===== src/sv/pmrss_pkg.sv =====
`default_nettype none
// ----------------------------------------------------------------------------
// pmrss_pkg
// Shared types and constants of the pointer motion rotate / smooth / scroll
// conditioner: sin/cos table, filter coefficients, sequencer states.
// ----------------------------------------------------------------------------
package pmrss_pkg;

    localparam int FRAC_BITS_DEF   = 8;
    localparam int ANGLE_STEPS_DEF = 13;
    localparam int TRIG_BITS       = 14;
    localparam int TABLE_LEN       = 13;
    localparam int ZERO_ANGLE_IDX  = 6;
    localparam int IIR_OLD         = 717;
    localparam int IIR_NEW         = 307;
    localparam int IIR_BITS        = 10;
    localparam int FILT_W          = 20;
    localparam int SACC_W          = 16;

    // register indexes
    localparam logic [1:0] REG_ROT    = 2'd0;
    localparam logic [1:0] REG_SDIV   = 2'd1;
    localparam logic [1:0] REG_SINV   = 2'd2;

    typedef enum logic [3:0] {
        ST_IDLE,
        ST_ROT_A,
        ST_ROT_B,
        ST_FILT_A,
        ST_FILT_B,
        ST_SQ_A,
        ST_SQ_B,
        ST_SQRT,
        ST_GDIV,
        ST_GAIN,
        ST_SCALE_A,
        ST_SCALE_B,
        ST_ACC,
        ST_EMIT,
        ST_OUT
    } state_t;

    function automatic logic signed [15:0] sin_q14(input logic [3:0] i);
        logic signed [15:0] r;
        case (i)
            4'd0:    r = -16'sd16384;
            4'd1:    r = -16'sd15826;
            4'd2:    r = -16'sd14189;
            4'd3:    r = -16'sd11585;
            4'd4:    r = -16'sd8192;
            4'd5:    r = -16'sd4240;
            4'd6:    r = 16'sd0;
            4'd7:    r = 16'sd4240;
            4'd8:    r = 16'sd8192;
            4'd9:    r = 16'sd11585;
            4'd10:   r = 16'sd14189;
            4'd11:   r = 16'sd15826;
            4'd12:   r = 16'sd16384;
            default: r = 16'sd0;
        endcase
        return r;
    endfunction

    function automatic logic signed [15:0] cos_q14(input logic [3:0] i);
        logic signed [15:0] r;
        case (i)
            4'd0:    r = 16'sd0;
            4'd1:    r = 16'sd4240;
            4'd2:    r = 16'sd8192;
            4'd3:    r = 16'sd11585;
            4'd4:    r = 16'sd14189;
            4'd5:    r = 16'sd15826;
            4'd6:    r = 16'sd16384;
            4'd7:    r = 16'sd15826;
            4'd8:    r = 16'sd14189;
            4'd9:    r = 16'sd11585;
            4'd10:   r = 16'sd8192;
            4'd11:   r = 16'sd4240;
            4'd12:   r = 16'sd0;
            default: r = 16'sd16384;
        endcase
        return r;
    endfunction

endpackage
`default_nettype wire


===== src/sv/pointer_motion_rotate_smooth_scroll_top.sv =====
`default_nettype none
// ----------------------------------------------------------------------------
// pointer_motion_rotate_smooth_scroll_top
// Rotates, smooths and speed-scales one motion report, then turns it into
// pointer counts or scroll steps.
// ----------------------------------------------------------------------------
// After a report is accepted, one shared signed multiplier is stepped
// through the rotation, filter, magnitude, gain divide and scale products,
// and the square root of the filtered magnitude runs one result bit per
// cycle, before the result beat is offered. The block accepts one report at
// a time; the result is held until taken, and the next report is accepted
// the cycle after that, so any time the receiver holds the result off also
// delays the next report.
module pointer_motion_rotate_smooth_scroll_top #(
    parameter int FRAC_BITS   = pmrss_pkg::FRAC_BITS_DEF,
    parameter int ANGLE_STEPS = pmrss_pkg::ANGLE_STEPS_DEF
) (
    input  wire logic              clk,
    input  wire logic              rst_n,
    input  wire logic              in_valid,
    output logic                   in_ready,
    input  wire logic signed [7:0] dx,
    input  wire logic signed [7:0] dy,
    input  wire logic signed [7:0] wheel_h_in,
    input  wire logic signed [7:0] wheel_v_in,
    input  wire logic              scroll_mode,
    output logic                   out_valid,
    input  wire logic              out_ready,
    output logic signed [7:0]      move_x,
    output logic signed [7:0]      move_y,
    output logic signed [7:0]      wheel_h_out,
    output logic signed [7:0]      wheel_v_out,
    input  wire logic              cfg_valid,
    output logic                   cfg_ready,
    input  wire logic [1:0]        cfg_index,
    input  wire logic [3:0]        cfg_data
);
    import pmrss_pkg::*;

    localparam int RSH   = TRIG_BITS - FRAC_BITS;
    localparam int SQ_W  = 2 * FILT_W;       // sum of squares, unsigned
    localparam int RT_W  = FILT_W;           // root width
    localparam int SQ_IT = SQ_W / 2;
    localparam int GBASE = (3 << FRAC_BITS) >> 1;
    localparam int GMAXV = (9 << FRAC_BITS) >> 1;
    localparam int GW    = FRAC_BITS + 5;
    localparam int PW    = 48;
    // divide by five as multiply by (2^22 + 1) / 5, exact below 2^20
    localparam int DIV5_MUL = 838861;
    localparam int DIV5_SH  = 22;
    localparam logic signed [FILT_W-1:0] FMAX = {1'b0, {(FILT_W-1){1'b1}}};
    localparam logic signed [FILT_W-1:0] FMIN = {1'b1, {(FILT_W-1){1'b0}}};
    localparam logic signed [SACC_W-1:0] SMAX = {1'b0, {(SACC_W-1){1'b1}}};
    localparam logic signed [SACC_W-1:0] SMIN = {1'b1, {(SACC_W-1){1'b0}}};

    // configuration
    logic [3:0] rot_reg;
    logic [2:0] sdiv_reg;
    logic       sinv_reg;

    state_t state_reg, state_next;
    logic [4:0] cnt_reg, cnt_next;

    logic signed [7:0]  x_reg, y_reg, wh_reg, wv_reg;
    logic               scr_reg;
    logic signed [15:0] s_reg, c_reg;
    logic signed [FILT_W-1:0] rx_reg, ry_reg;
    logic signed [FILT_W-1:0] fx_reg, fy_reg;
    logic signed [FILT_W-1:0] px_reg, py_reg;
    logic signed [SACC_W-1:0] ah_reg, av_reg;
    logic signed [PW-1:0] acc_reg;          // product accumulator
    logic [SQ_W-1:0] sqn_reg;
    logic [SQ_W-1:0] sqr_reg;
    logic [GW-1:0]   gain_reg;
    logic signed [PW-1:0] sx_reg, sy_reg;
    logic signed [7:0] ox_reg, oy_reg, oh_reg, ov_reg;
    logic ovalid_reg;

    // shared multiplier operands
    logic signed [FILT_W:0] ma, mb;
    logic signed [PW-1:0]   prod;

    // 3 * magnitude, quartered before the divide by five
    logic [RT_W+1:0] mag3;
    assign mag3 = {sqr_reg[RT_W-1:0], 1'b0} + (RT_W+2)'(sqr_reg[RT_W-1:0]);

    // ------------------------------------------------------------------
    // helpers
    function automatic logic signed [PW-1:0] floor_shr(input logic signed [PW-1:0] v,
                                                      input int s);
        return v >>> s;
    endfunction

    function automatic logic signed [PW-1:0] trunc_shr(input logic signed [PW-1:0] v,
                                                      input int s);
        logic signed [PW-1:0] a;
        a = v < 0 ? -v : v;
        a = a >>> s;
        return v < 0 ? -a : a;
    endfunction

    function automatic logic signed [FILT_W-1:0] sat20(input logic signed [PW-1:0] v);
        if (v > PW'(FMAX)) return FMAX;
        if (v < PW'(FMIN)) return FMIN;
        return v[FILT_W-1:0];
    endfunction

    function automatic logic signed [SACC_W-1:0] sat16(input logic signed [PW-1:0] v);
        if (v > PW'(SMAX)) return SMAX;
        if (v < PW'(SMIN)) return SMIN;
        return v[SACC_W-1:0];
    endfunction

    function automatic logic signed [7:0] sat8(input logic signed [PW-1:0] v);
        if (v > 48'sd127)  return 8'sd127;
        if (v < -48'sd128) return -8'sd128;
        return v[7:0];
    endfunction

    // ------------------------------------------------------------------
    // operand select for the shared multiplier
    always_comb
    begin
        ma = '0;
        mb = '0;
        case (state_reg)
            ST_ROT_A:   begin ma = (FILT_W+1)'(x_reg);  mb = (FILT_W+1)'(c_reg); end
            ST_ROT_B:   begin ma = (FILT_W+1)'(y_reg);  mb = (FILT_W+1)'(s_reg); end
            ST_FILT_A:  begin ma = (FILT_W+1)'(cnt_reg[0] ? fy_reg : fx_reg);
                              mb = (FILT_W+1)'(IIR_OLD); end
            ST_FILT_B:  begin ma = (FILT_W+1)'(cnt_reg[0] ? ry_reg : rx_reg);
                              mb = (FILT_W+1)'(IIR_NEW); end
            ST_SQ_A:    begin ma = (FILT_W+1)'(fx_reg); mb = (FILT_W+1)'(fx_reg); end
            ST_SQ_B:    begin ma = (FILT_W+1)'(fy_reg); mb = (FILT_W+1)'(fy_reg); end
            ST_GDIV:    begin ma = (FILT_W+1)'(mag3[RT_W+1:2]);
                              mb = (FILT_W+1)'(DIV5_MUL); end
            ST_SCALE_A: begin ma = (FILT_W+1)'(fx_reg);
                              mb = (FILT_W+1)'($signed({1'b0, gain_reg})); end
            ST_SCALE_B: begin ma = (FILT_W+1)'(fy_reg);
                              mb = (FILT_W+1)'($signed({1'b0, gain_reg})); end
            default:    begin ma = '0; mb = '0; end
        endcase
    end

    assign prod = PW'(ma * mb);

    // ------------------------------------------------------------------
    // sequencer: next state
    always_comb
    begin
        state_next = state_reg;
        cnt_next   = cnt_reg;
        case (state_reg)
            ST_IDLE:    if (in_valid) begin state_next = ST_ROT_A; cnt_next = '0; end
            ST_ROT_A:   begin state_next = ST_ROT_B; end
            ST_ROT_B:
            begin
                if (cnt_reg[0]) begin state_next = ST_FILT_A; cnt_next = '0; end
                else begin state_next = ST_ROT_A; cnt_next = 5'd1; end
            end
            ST_FILT_A:  state_next = ST_FILT_B;
            ST_FILT_B:
            begin
                if (cnt_reg[0]) begin state_next = ST_SQ_A; cnt_next = '0; end
                else begin state_next = ST_FILT_A; cnt_next = 5'd1; end
            end
            ST_SQ_A:    state_next = ST_SQ_B;
            ST_SQ_B:    begin state_next = ST_SQRT; cnt_next = '0; end
            ST_SQRT:
            begin
                cnt_next = cnt_reg + 5'd1;
                if (cnt_reg == 5'(SQ_IT - 1)) state_next = ST_GDIV;
            end
            ST_GDIV:    state_next = ST_GAIN;
            ST_GAIN:    state_next = ST_SCALE_A;
            ST_SCALE_A: state_next = ST_SCALE_B;
            ST_SCALE_B: state_next = ST_ACC;
            ST_ACC:     state_next = ST_EMIT;
            ST_EMIT:    state_next = ST_OUT;
            ST_OUT:     if (out_ready) state_next = ST_IDLE;
            default:    state_next = ST_IDLE;
        endcase
    end

    // sequencer: outputs
    always_comb
    begin
        in_ready  = (state_reg == ST_IDLE);
        out_valid = ovalid_reg;
        cfg_ready = (state_reg == ST_IDLE);
    end

    // square root step values
    logic [SQ_W-1:0] sq_bit;
    logic [SQ_W-1:0] sq_trial;
    assign sq_bit   = SQ_W'(1) << (SQ_W - 2 - 2 * int'(cnt_reg));
    assign sq_trial = sqr_reg + sq_bit;

    // scroll / pointer intermediate values
    logic signed [PW-1:0] ix, iy, ax, ay, nh, nv, hs, vs, pxn, pyn, mx, my;
    logic [2:0] sh;
    always_comb
    begin
        sh  = (sdiv_reg > 3'd5 ? 3'd5 : sdiv_reg) + 3'd1;
        ix  = trunc_shr(sx_reg, FRAC_BITS);
        iy  = trunc_shr(sy_reg, FRAC_BITS);
        ax  = ix < 0 ? -ix : ix;
        ay  = iy < 0 ? -iy : iy;
        if (ax > ay) iy = '0;
        else         ix = '0;
        if (sinv_reg)
        begin
            nh = PW'(ah_reg) + ix;
            nv = PW'(av_reg) - iy;
        end
        else
        begin
            nh = PW'(ah_reg) - ix;
            nv = PW'(av_reg) + iy;
        end
        pxn = PW'(px_reg) + floor_shr(sx_reg, 1);
        pyn = PW'(py_reg) + floor_shr(sy_reg, 1);
        hs  = PW'(sat8(PW'(ah_reg) >>> sh));
        vs  = PW'(sat8(PW'(av_reg) >>> sh));
        mx  = PW'(sat8(trunc_shr(PW'(px_reg), FRAC_BITS)));
        my  = PW'(sat8(trunc_shr(PW'(py_reg), FRAC_BITS)));
    end

    logic [3:0] ai;
    assign ai = (int'(rot_reg) >= ANGLE_STEPS || int'(rot_reg) >= TABLE_LEN)
                ? 4'(ZERO_ANGLE_IDX) : rot_reg;

    // gain = 1.5 + 3*|v|/20, quotient taken from the top of the divide product
    logic signed [PW-1:0] gsum;
    assign gsum = PW'(GBASE) + (acc_reg >>> DIV5_SH);

    // ------------------------------------------------------------------
    // control registers
    always_ff @(posedge clk or negedge rst_n)
    begin
        if (!rst_n)
        begin
            state_reg  <= ST_IDLE;
            cnt_reg    <= '0;
            ovalid_reg <= 1'b0;
            rot_reg    <= 4'd3;
            sdiv_reg   <= 3'd4;
            sinv_reg   <= 1'b1;
            fx_reg     <= '0;
            fy_reg     <= '0;
            px_reg     <= '0;
            py_reg     <= '0;
            ah_reg     <= '0;
            av_reg     <= '0;
        end
        else
        begin
            state_reg <= state_next;
            cnt_reg   <= cnt_next;
            if (cfg_valid && cfg_ready)
            begin
                case (cfg_index)
                    REG_ROT:  rot_reg  <= cfg_data;
                    REG_SDIV: sdiv_reg <= cfg_data[2:0];
                    REG_SINV: sinv_reg <= cfg_data[0];
                    default:  ;
                endcase
            end
            if (state_reg == ST_EMIT) ovalid_reg <= 1'b1;
            else if (out_ready)       ovalid_reg <= 1'b0;
            if (state_reg == ST_FILT_B)
            begin
                if (cnt_reg[0]) fy_reg <= sat20((acc_reg + prod + PW'(1 << (IIR_BITS-1)))
                                               >>> IIR_BITS);
                else            fx_reg <= sat20((acc_reg + prod + PW'(1 << (IIR_BITS-1)))
                                               >>> IIR_BITS);
            end
            if (state_reg == ST_ACC)
            begin
                if (scr_reg)
                begin
                    ah_reg <= sat16(nh);
                    av_reg <= sat16(nv);
                end
                else
                begin
                    px_reg <= sat20(pxn);
                    py_reg <= sat20(pyn);
                end
            end
            if (state_reg == ST_EMIT)
            begin
                if (scr_reg)
                begin
                    ah_reg <= SACC_W'(PW'(ah_reg) - (hs <<< sh));
                    av_reg <= SACC_W'(PW'(av_reg) - (vs <<< sh));
                end
                else
                begin
                    px_reg <= FILT_W'(PW'(px_reg) - (mx <<< FRAC_BITS));
                    py_reg <= FILT_W'(PW'(py_reg) - (my <<< FRAC_BITS));
                end
            end
        end
    end

    // datapath registers
    always_ff @(posedge clk)
    begin
        case (state_reg)
            ST_IDLE:
            begin
                x_reg   <= dx;
                y_reg   <= dy;
                wh_reg  <= wheel_h_in;
                wv_reg  <= wheel_v_in;
                scr_reg <= scroll_mode;
                s_reg   <= sin_q14(ai);
                c_reg   <= cos_q14(ai);
            end
            ST_ROT_A:   acc_reg <= prod;
            ST_ROT_B:
            begin
                if (cnt_reg[0])
                    ry_reg <= FILT_W'((acc_reg + prod + PW'(1 << (RSH-1))) >>> RSH);
                else
                begin
                    rx_reg <= FILT_W'((-(acc_reg + prod) + PW'(1 << (RSH-1))) >>> RSH);
                    // second pass computes -x*s + y*c
                    s_reg  <= c_reg;
                    c_reg  <= -s_reg;
                end
            end
            ST_FILT_A:  acc_reg <= prod;
            ST_SQ_A:    acc_reg <= prod;
            ST_SQ_B:
            begin
                sqn_reg <= SQ_W'(acc_reg + prod);
                sqr_reg <= '0;
            end
            ST_SQRT:
            begin
                if (sqn_reg >= sq_trial)
                begin
                    sqn_reg <= sqn_reg - sq_trial;
                    sqr_reg <= (sqr_reg >> 1) + sq_bit;
                end
                else
                    sqr_reg <= sqr_reg >> 1;
            end
            ST_GDIV:    acc_reg <= prod;
            ST_GAIN:    gain_reg <= gsum > PW'(GMAXV) ? GW'(GMAXV) : GW'(gsum);
            ST_SCALE_A: sx_reg <= (prod + PW'(1 << (FRAC_BITS-1))) >>> FRAC_BITS;
            ST_SCALE_B: sy_reg <= (prod + PW'(1 << (FRAC_BITS-1))) >>> FRAC_BITS;
            ST_EMIT:
            begin
                if (scr_reg)
                begin
                    ox_reg <= '0;
                    oy_reg <= '0;
                    oh_reg <= sat8(PW'(wh_reg) + hs);
                    ov_reg <= sat8(PW'(wv_reg) + vs);
                end
                else
                begin
                    ox_reg <= mx[7:0];
                    oy_reg <= my[7:0];
                    oh_reg <= wh_reg;
                    ov_reg <= wv_reg;
                end
            end
            default: ;
        endcase
    end

    assign move_x      = ox_reg;
    assign move_y      = oy_reg;
    assign wheel_h_out = oh_reg;
    assign wheel_v_out = ov_reg;

    // ------------------------------------------------------------------
    // checks
    a_out_only_done: assert property (@(posedge clk) disable iff (!rst_n)
        out_valid |-> (state_reg == ST_OUT || state_reg == ST_IDLE))
        else $error("result beat outside output state");
    a_no_accept_busy: assert property (@(posedge clk) disable iff (!rst_n)
        (state_reg != ST_IDLE) |-> !in_ready)
        else $error("input taken while busy");
    a_emit_valid: assert property (@(posedge clk) disable iff (!rst_n)
        (state_reg == ST_EMIT) |=> out_valid)
        else $error("result not raised after emit");

endmodule
`default_nettype wire


===== config.mk =====
export PLATFORM = sky130hd
export DESIGN_NAME = pointer_motion_rotate_smooth_scroll_top
export DESIGN_NICKNAME = d
export VERILOG_FILES = /design/src/sv/pmrss_pkg.sv /design/src/sv/pointer_motion_rotate_smooth_scroll_top.sv
export SDC_FILE = /design/constraint.sdc
export NUM_CORES = 2
export LEC_CHECK = 0
export BUFFER_PORTS_ARGS = -buffer_cell sky130_fd_sc_hd__buf_2
export CAP_MARGIN = 0
export CORE_MARGIN = 3
export CORE_UTILIZATION = 50
export CTS_CLUSTER_DIAMETER = 30
export DETAILED_ROUTE_END_ITERATION = 10
export GPL_TIMING_DRIVEN = 0
export PLACE_DENSITY = 0.68
export SLEW_MARGIN = 5
export SYNTH_ARGS = -nofsm -noshare
export SYNTH_HDL_FRONTEND = slang
export SYNTH_SLANG_ARGS = --single-unit

===== constraint.sdc =====
create_clock -name clk -period 16.1 [get_ports clk]
set_input_delay 3.22 -clock clk [delete_from_list [all_inputs] [get_ports clk]]
set_output_delay 3.22 -clock clk [all_outputs]
set_load 0.01 [all_outputs]

==> results by stage <==
Cells and area:
- The relative area change from synthesis to final layout is 11.14%.
- The final design utilization is 0.5616.
- Fill cells in the final layout number 12590.
- In the final layout, the share of cells above drive strength 1 is 0.07113.
- The number of flip-flops under the largest register name is 42.
- In the final design database the tool counted 9668 nets.

CTS:
- Counting the buffers created by CTS gives 105.
- Buffers inserted to repair hold after CTS numbered 0.
- The maximum level of the CTS H-tree is 3.
- The latest clock arrival within the worst-skew pair is 0.74 ns.
- The maximum clock path buffer count is 3.
- The clock-pin slew on the worst setup and hold paths is 0.05 ns.
- Clock tree synthesis found a total of 472 sinks.
- TritonCTS built the clock tree.
- The library cell used as clock root buffer is sky130_fd_sc_hd__clkbuf_16.

Place:
- After legalization and detailed placement, the total HPWL measured 195100 µm.
- In this run the tool buffered the top-level ports with 78 buffer cells.
- The routability-driven placement congestion ratio is 1.032.
- Prior to clock tree synthesis, the placed netlist has a worst setup slack of -2.754 ns.

Floorplan:
- The core outline area is 0.1358 mm².
- Measured along the y axis, the die boundary spans 376.5 µm.
- The starting utilization of the core area is 0.5053.
- The die outline area is 0.1417 mm².
- After floorplanning, the core was divided into 135 placement rows.
- The I/O pin total is 79.
- Measured along the x axis, the die boundary spans 376.5 µm.

Hold path:
- The path class of the tightest hold or removal check is flop to flop.

STA:
- The number of hold-slack violations in the final timing report is 0.
- The relative slew slack is 0.03869.
- Setup violations remaining at the end of the flow were counted as 0.
- The final critical-path required period is 15.55 ns.
- The total negative setup slack is 0 ns.
- The clock skew after layout is 0.05607 ns.
- The max-slew violation count is 0.
- Setup slack closes at 0.5506 ns.
- In the finished design, the share of the clock period the worst path needs comes to 0.9658.
- The worst hold slack after final layout is 0.5362 ns.
- The transition at the pin with the smallest max-transition slack is 1.432 ns.
- Timing would allow up to 64.31 MHz.

Logic synthesis:
- The number of cells produced by synthesis is 8346.
- The most used flip-flop cell after synthesis is sky130_fd_sc_hd__edfxtp_1.
- The commonest cells after synthesis are 940 x sky130_fd_sc_hd__nand2_1, 822 x sky130_fd_sc_hd__inv_1, 772 x sky130_fd_sc_hd__nor2_1, 554 x sky130_fd_sc_hd__ha_1, 495 x sky130_fd_sc_hd__a21oi_1.
- The number of enable-type register cells in the synthesized netlist is 342.
- The fraction of post-synthesis cell area in the top cell type by area is 0.1497.
- The number of different library cells used by synthesis comes to 117.
- The dominant cell type by area after synthesis is sky130_fd_sc_hd__edfxtp_1.
- The netlist area before placement is 0.06862 mm².
- For this run, the register share of the synthesized area comes to 0.1971.
- For this run, asynchronously set or reset flops after synthesis account for 0.2754.
- A synthesized cell averages 8.222 µm².
- The register bit total from synthesis is 472.
- The number of warnings printed during yosys synthesis is 0.
- Sorting the synthesized cells by area gives the leading types as sky130_fd_sc_hd__edfxtp_1 15%, sky130_fd_sc_hd__fa_1 14%, sky130_fd_sc_hd__ha_1 10%, sky130_fd_sc_hd__nand2_1 5.1%, sky130_fd_sc_hd__xnor2_1 5.0%.
- The cell with the most instances after synthesis is sky130_fd_sc_hd__nand2_1.

Worst setup path:
- The required time of the worst setup path is 16.65 ns.
- The highest-delay cell along the critical path is sky130_fd_sc_hd__clkbuf_1.
- The biggest cell delay along the critical path is 0.61 ns.
- The critical path contains buffers and inverters numbering 10 combined.
- STA classifies the critical path endpoint as a flop.
- In this design, the largest share of critical-path delay is due to compound AO/OA/AOI/OAI gates.
- The source of the critical timing path is sqr_reg[1].
- The largest fanout of any net on the critical path is 16.
- The worst endpoint data arrival time is 16.10 ns.
- The startpoint identified for the worst register-to-register timing path is sqr_reg[1].
- The critical path in this run is classified as flop to flop.
- The worst setup path is launched from a flop.

Global route:
- The maximum number of pins on one net before global-route repair is 89.
- The number of global-route vias before repair is 63180.
- The number of antenna violations at the first check in global routing is 5.
- The first global-routing pass estimated 367000 µm of wire.
- The total overflow left after global routing is 0.
- The combined global-route utilization of all metal layers is 0.3317.

Drt:
- The wire length reported by the detailed router is 240500 µm.
- The total number of vias is 64870.
- The detail route stage leaves a number of antenna-violating nets equal to 0.
- For this run, the detailed router's first-pass iteration total came to 7.
- The detail-routed net length per standard cell is 22.96 µm.
- After detailed routing, the number of vias per cell comes to 6.195.
- In the routed design, unresolved DRC markers number 0.
- The first routing iteration left 6279 violations.

Flow run:
- The number of violations of the max-capacitance limit is 0.

Outcome:
- The flow ran to the end, and the final reports show no timing, DRC or antenna violations.
==> tightest hold or removal path: cells and delay by family, from the launching register on <==
| family | cells | cell delay, ns |
|---|---|---|
| simple gates | 1 | 0.05 |
| compound gates | 1 | 0.07 |
| flops | 1 | 0.38 |
==> per-layer routing <==
metal  share of wire  global-route usage  vias up
met4           0.074              0.1970        0
met1            0.39              0.4140    31320
met3           0.080             0.05327      673
met2            0.45              0.5425     2960
met5               0                   0        -
li1                -                   -    29920
==> stage by stage <==
stage | cell area [µm²] | std cells
5_1_grt | 76260 | 10470
3_3_place_gp | 71320 | 10230
3_5_place_dp | 71830 | 10260
6_report | 76270 | 10470
2_1_floorplan | 68700 | 8366
4_1_cts | 75800 | 10460
==> final timing paths <==
path / end / slack [ns] / cells after the start
min: flop / 0.54 / 2
max reg2reg: fy_reg[8] / 0.55 / 55
min in group asynchronous: px_reg[12] / 2.42 / 1
max: fy_reg[8] / 0.55 / 55
max in group asynchronous: rot_reg[2] / 12.77 / 2
min reg2reg: flop / 0.54 / 2
==> cell type report <==
cell class	instances	area, µm²	area share
antenna	3	7.507	0.00009843
buffer	337	1351	0.01772
clock buffer	128	2796	0.03667
clock inverter	69	888.4	0.01165
inverter	827	3104	0.04070
multi-input combinational	6725	51430	0.6743
sequential	472	13530	0.1774
tap	1781	2228	0.02922
timing repair buffer	130	933.4	0.01224
==> cell usage in the layout (no fill, tap or decap), drive strengths merged, types with 72 or more instances in the layout <==
cell	netlist	final
inv	823	832
mux2i	99	99
nand2b	72	72
a211oi	72	72
xor2	240	240
and3	76	76
buf	44	173
nand3	213	213
ha	554	554
and2	116	116
edfxtp	342	342
a21oi	495	495
a21o	203	203
dfrtp	126	126
fa	472	472
nand4	89	89
a31oi	134	134
nor3	159	159
nor2	774	774
o21ai	411	411
nand2	940	940
nor2b	108	108
xnor2	396	396
clkbuf	298	422
==> cells by family after synthesis <==
group                    after synthesis  synth area share
XOR/XNOR                             637           0.08174
flip-flops                           472            0.1971
multiplexers                         136           0.02057
adder cells (fa/ha/maj)             1040            0.2408
buffers and inverters               1169           0.06476
AO/OA/AOI/OAI                       2019            0.1958
AND/OR/NAND/NOR                     2871            0.1992
other                                  2         0.0001094
==> what timing repair did <==
item	CTS	global route
setup endpoints to repair	70	69
pin swaps	3	9
setup buffers	5	17
resized for setup	46	83
cloned	0	0
hold endpoints to repair	0	0
Power is left out: the tool's default activity adds up to more than one toggle a clock period on the data nets, which glitch-free logic cannot reach.
